===== config.mk =====
export PLATFORM = sky130hd
export DESIGN_NAME = c2s_sqrt_cell
export DESIGN_NICKNAME = d
export VERILOG_FILES = /design/src/hw/rtl/c2s_pkg.sv /design/src/hw/rtl/c2s_sqrt_cell.sv
export SDC_FILE = /design/constraint.sdc
export NUM_CORES = 1
export LEC_CHECK = 0
export ABC_AREA = 0
export BUFFER_PORTS_ARGS = -buffer_cell sky130_fd_sc_hd__clkbuf_2
export CAP_MARGIN = 30
export CORE_UTILIZATION = 30
export DETAILED_ROUTE_END_ITERATION = 8
export GPL_TIMING_DRIVEN = 1
export PLACE_DENSITY_LB_ADDON = 0.05
export SYNTH_ARGS = -nofsm -noshare
export SYNTH_HDL_FRONTEND = slang
export SYNTH_SLANG_ARGS = --single-unit

===== constraint.sdc =====
create_clock -name clk -period 6.65 [get_ports clk]
set_clock_uncertainty 0.2 [all_clocks]
set_input_delay 0.3325 -clock clk [delete_from_list [all_inputs] [get_ports clk]]
set_output_delay 0.3325 -clock clk [all_outputs]
set_load 0.03 [all_outputs]

===== src/hw/rtl/c2s_pkg.sv =====
package c2s_pkg;

    localparam int CORDIC_STAGES_DEF = 30;
    localparam int SQRT_CELLS = 32;
    localparam logic [63:0] FRAC_ONE = 64'd1 << 61;

    typedef struct packed {
        logic neg_x;
        logic neg_y;
        logic neg_z;
        logic orig;
        logic xy_zero;
    } c2s_flags_t;

    // Restoring long division, used only while the constant tables are built.
    function automatic logic [63:0] udiv64(logic [63:0] n, logic [63:0] d);
        logic [63:0] q;
        logic [64:0] r;
        q = 64'd0;
        r = 65'd0;
        for (int b = 63; b >= 0; b--)
        begin
            r = {r[63:0], n[b]};
            if (r >= {1'b0, d})
            begin
                r = r - {1'b0, d};
                q[b] = 1'b1;
            end
        end
        return q;
    endfunction

    // atan(1/m) in Q61 as the alternating series, each term truncated.
    function automatic logic [63:0] atan_recip(logic [63:0] m);
        logic [63:0] t;
        logic [63:0] sum;
        logic [63:0] term;
        t = udiv64(FRAC_ONE, m);
        sum = 64'd0;
        for (int k = 0; k < 64; k++)
        begin
            if (t != 64'd0)
            begin
                term = udiv64(t, 64'(2 * k + 1));
                if (k[0])
                    sum = sum - term;
                else
                    sum = sum + term;
                t = udiv64(udiv64(t, m), m);
            end
        end
        return sum;
    endfunction

    function automatic logic [63:0] atan_entry(int i);
        if (i == 0)
            return atan_recip(64'd2) + atan_recip(64'd3);
        else
            return atan_recip(64'd1 << i);
    endfunction

    // CORDIC gain in Q29, taken from a run on the unit vector along x.
    function automatic logic [29:0] cordic_gain_q29(int n);
        logic [63:0] x;
        logic [63:0] y;
        logic [63:0] dx;
        logic [63:0] dy;
        logic [63:0] k;
        x = 64'd1 << 60;
        y = 64'd0;
        for (int i = 0; i < 64; i++)
        begin
            if (i < n)
            begin
                dx = 64'($signed(y) >>> i);
                dy = 64'($signed(x) >>> i);
                if (!y[63])
                begin
                    x = x + dx;
                    y = y - dy;
                end
                else
                begin
                    x = x - dx;
                    y = y + dy;
                end
            end
        end
        k = (x + (64'd1 << 30)) >> 31;
        return k[29:0];
    endfunction

    localparam logic [63:0] HALF_PI = 64'(2 * atan_entry(0));
    localparam logic [63:0] FULL_PI = 64'(2 * HALF_PI);

endpackage


===== src/hw/rtl/c2s_sqrt_cell.sv =====
module c2s_sqrt_cell
    import c2s_pkg::*;
#(
    parameter int BIT_POS = 62
)
(
    input  logic        clk,
    input  logic [63:0] rem_in,
    input  logic [63:0] root_in,
    output logic [63:0] rem_reg,
    output logic [63:0] root_reg
);

    localparam logic [63:0] BITV = 64'd1 << BIT_POS;

    logic [63:0] trial;
    logic [64:0] diff;
    logic [63:0] rem_next;
    logic [63:0] root_next;

    // One result bit per cell: the trial subtract decides the bit.
    always_comb
    begin
        trial = root_in + BITV;
        diff = {1'b0, rem_in} - {1'b0, trial};
        if (!diff[64])
        begin
            rem_next = diff[63:0];
            root_next = (root_in >> 1) + BITV;
        end
        else
        begin
            rem_next = rem_in;
            root_next = root_in >> 1;
        end
    end

    always_ff @(posedge clk)
    begin
        rem_reg <= rem_next;
        root_reg <= root_next;
    end

endmodule


Word-level counts from Yosys, hierarchy flattened --
Cells that the tools add are included.
Cells by class: add/sub/neg operators 3, mux-type cells 2
Operators by type and width (count):
- 64-bit by 64-bit subtractor with 65-bit output | 1
- 63-bit by 63-bit adder with 64-bit output (second input constant) | 1
- 64-bit by 63-bit adder with 64-bit output (second input constant) | 1
- 64-bit 2-to-1 mux | 1
- 63-bit 2-to-1 mux | 1
Word-level totals: flip-flop bits (word level) 128, input bits 129, output and inout port bits 128, word-level logic and storage cells 8

Longest topological paths before layout --
word-level depth 3, depth in mapped cells 15, gate-level depth less buffers 13

Worst setup path before layout --
No wires, ideal clock.
path kind input port to flip-flop, start point in rem_in[0], end point reg rem_reg[44], data arrival time 2751 ps, data required time 6332 ps, setup slack 3581 ps, stages on the path 15, cell sequence inv_1 ha_1 fa_1 nor2b_1 o31ai_1 a41oi_1 a211o_2 o21a_4 a21oi_4 o31ai_2 a21o_1 buf_6 buf_6 buf_6 a21oi_2
Between the ends: cells in the longest elaborated chain, start to end 2
Ends and longest elaborated chain:
- start: declaration | line c2s_sqrt_cell.sv:8 | input logic [63:0] rem_in,
- 64-bit by 64-bit subtractor with 65-bit output | line c2s_sqrt_cell.sv:25 | diff = {1'b0, rem_in} - {1'b0, trial};
- 64-bit 2-to-1 mux | line c2s_sqrt_cell.sv:26 | if (!diff[64])
- net rem_next[44] | line c2s_sqrt_cell.sv:18 | logic [63:0] rem_next;
- end signal: assignment | line c2s_sqrt_cell.sv:40 | rem_reg <= rem_next;
- end: declaration | line c2s_sqrt_cell.sv:10 | output logic [63:0] rem_reg,
The timed path passes the listed nets, and every way through them passes these cells. A chain may end at the register's enable or synchronous reset.

Worst setup path in the final report --
start point in rem_in[0], end point reg rem_reg[0]
Between the ends: cells in the longest elaborated chain, start to end 2
Ends and longest elaborated chain (line):
- 64-bit by 64-bit subtractor with 65-bit output | c2s_sqrt_cell.sv:25
- 64-bit 2-to-1 mux * | c2s_sqrt_cell.sv:26
- net rem_next[0] | c2s_sqrt_cell.sv:18
Mark *: on every way through the listed nets, which the timed path passes. The rest lies on a longest branch.

==> impl_results.md <==
* Endpoints failing hold at 0
* Row count at 58
* Num CTS Buffers at 17
* Crit path max fanout at 47
* Vias per cell at 4.69
* Mapped Area at 7650 sq um
* Crit. End Element: flop
* Maximum vdd drop at 0.154 mV
* Reg clk slew, reported paths at 60 ps
* Most frequent cells in the layout: 256 x clkbuf_2, 128 x dfxtp_1, 127 x dlygate4sd3_1, 111 x a21oi_1, 89 x nor2_1
* All-Layer GR Usage at 19.1%
* WL final at 24,800 um
* CP Buf/Inv Count at 4
* Final setup TNS at 0 ps
* Top cell type's share of synthesized area at 33.5%
* Layout Utilization at 43.9%
* Clock Path Buffers at 2
* Pwr Density at 261 nW/um^2
* Pre-CTS WS at 2640 ps
* PostCTS Resize Cnt at 0
* CP arrival at 4440 ps
* CP Capture Point: rem_reg[0]
* P&R area growth vs syn at 44.2%
* Avg WL per Cell at 15.1 um
* Nets at 1,496
* Num ports at 257
* Hold WC Path Type: in -> reg
* Unrepaired setup endpoints after global routing: false
* Core box area at 25,100 sq um
* Initial DRC count at 337
* Post-synth EDFFs at 0
* Drc violations at 0
* Crit Path Category: in -> reg
* Maximum clock rate at 231 MHz
* Worst EP required at 6760 ps
* Worst path cell trace: dlygate4sd3_1, clkbuf_2, inv_1, ha_1, fa_1, nor2b_1, o31ai_1, a41oi_1, a211o_2, o21a_4, a21oi_4, o31ai_2, a21o_4, a21oi_1, dlygate4sd3_1
* CP peak stage delay at 580 ps
* Post-synthesis register bit count at 128
* CP startpoint kind: input port
* Hold depth at 3
* N_diodes at 0
* CTS tree: built
* CTS Sinks at 128
* Synth top area cells: dfxtp_1 34%, ha_1 10%, a21oi_1 7.3%
* Outcome: complete, no violations
* Setup violations, final at 0
* Max_cap viols at 0
* Avg Cell Area, Syn at 8.13 sq um
* Layout cell share with drive strength beyond 1 at 24.5%
* Vias after detailed routing at 7,716
* Worst slew pin tran at 662 ps
* Yosys warning count at 0
* First-pass GRT wire length at 39,500 um
* Largest net degree at the start of global routing at 54
* Initial Util at 30.5%
* Sequential-to-total area share from yosys stat at 33.5%
* Mapped Cells at 941
* Leak at 5.30 nW
* Worst setup margin at 2320 ps
* Combinational share of power at 35.1%
* Stages on the worst setup path at 15
* H-tree levels at 4
* Syn_nets at 1,135
* P_sw at 1.07 mW
* Final period util at 65.1%
* Synth cell types at 65
* Slew Limit Fails at 0
* CP delay by family, top: compound AO/OA/AOI/OAI gates
* Largest area contributor in the netlist: dfxtp_1
* CP max stage cell: dlygate4sd3_1
* Die width at 162 um
* Internal Power at 1.80 mW
* Clock Power Share at 33.7%
* Hold_ws at 23.9 ps
* Post-Layout Cell Count at 1,645
* Final min period at 4330 ps
* GP Congestion at 0.815
* Async set-reset flop share out of synthesis at 0%
* Dpl hpwl at 19,100 um
* Input/output buffers at 256
* Commonest non-fill, non-tap cell in the layout: clkbuf_2
* Vias in the first global route at 7,732
* Die Y at 162 um
* Grt total ovfl at 0
* Final antenna-violating net count at 0
* Synth Flop Type: dfxtp_1
* Total Die Area at 26,100 sq um
* Initial antenna violation count at 0
* Sw frac at 37.3%
* Crit path launch: rem_in[0]
* Slew headroom at 55.5%
* Critical path's most frequent cell: dlygate4sd3_1
* DP Cell Count at 1,486
* Fraction of power consumed by sequential logic at 31.2%
* Drt first pass iters at 5
* Root Driver: clkbuf_16
what timing repair did:
item / CTS / global route
buffers inserted: 0 / 0
setup endpoints to repair: 0 / 0
hold buffers: 127 / 0
endpoints found under the hold margin: 127 / 0
how the worst min path moves through the flow:
stage	start	to	slack [ps]
2_1_floorplan	root_in[1]	root_reg[0]	160
3_3_place_gp	root_in[57]	root_reg[56]	250
3_5_place_dp	root_in[24]	root_reg[23]	250
4_1_cts	rem_in[63]	rem_reg[63]	9
5_1_grt	rem_in[63]	rem_reg[63]	60
6_report	rem_in[63]	rem_reg[63]	20
per-layer routing:
metal	part of all wire [%]	up-vias	track usage, %
met1	45	3477	23.7
li1	-	4014	-
met4	1.8	0	6.22
met3	3.7	27	2.70
met2	49	198	33.8
met5	0	-	0
power by group through the flow:
stage,clock [mW],sequential [mW],combinational (mW)
after floorplan,0,1.13,0.461
after global placement,0,0.918,0.947
after detailed placement,0,0.916,0.952
after CTS,0.996,0.900,1.02
after global routing,1.03,0.909,1.10
final,0.969,0.899,1.01
worst min-delay path, stage by stage:
cell and delay [ps]:
clkbuf_2 90, and2_1 110, a41o_1 80
Yosys cell counts (all sizes together) (15+ instances only):
library cell / number
nor2: 89
nand2: 73
ha: 64
xor2: 21
o21ai: 52
a21oi: 133
o21bai: 19
xnor2: 36
clkbuf: 21
o21a: 15
nand4: 25
a21o: 31
buf: 22
dfxtp: 128
inv: 87
logic make-up after synthesis:
kind of cell | Yosys count | synth area share [%]
AOI/OAI and AO/OA | 311 | 26.9
xor gates and xnor gates | 57 | 6.53
adders and majority gates | 65 | 10.7
buffers and inverters | 130 | 7.18
DFF | 128 | 33.5
muxes | 1 | 0.131
and+or+nand+nor | 249 | 15.0
per-stage QoR:
| step | instance area (sq um) | total power, mW |
|---|---|---|
| after global placement | 9140 | 1.87 |
| after floorplan | 7650 | 1.59 |
| after global routing | 11000 | 3.04 |
| after detailed placement | 9160 | 1.87 |
| after CTS | 11000 | 2.91 |
| final | 11000 | 2.88 |
area by class of cell:
| class | instances | area [sq um] |
|---|---|---|
| repair buffers | 385 | 2590 |
| clock buffers | 18 | 439 |
| well taps | 330 | 413 |
| multi-input cells | 683 | 4550 |
| clock inverters | 14 | 154 |
| inverters | 87 | 327 |
| fillers | 2627 | 14100 |
| flip-flops and latches | 128 | 2560 |
(Power assumes the default switching activity.)
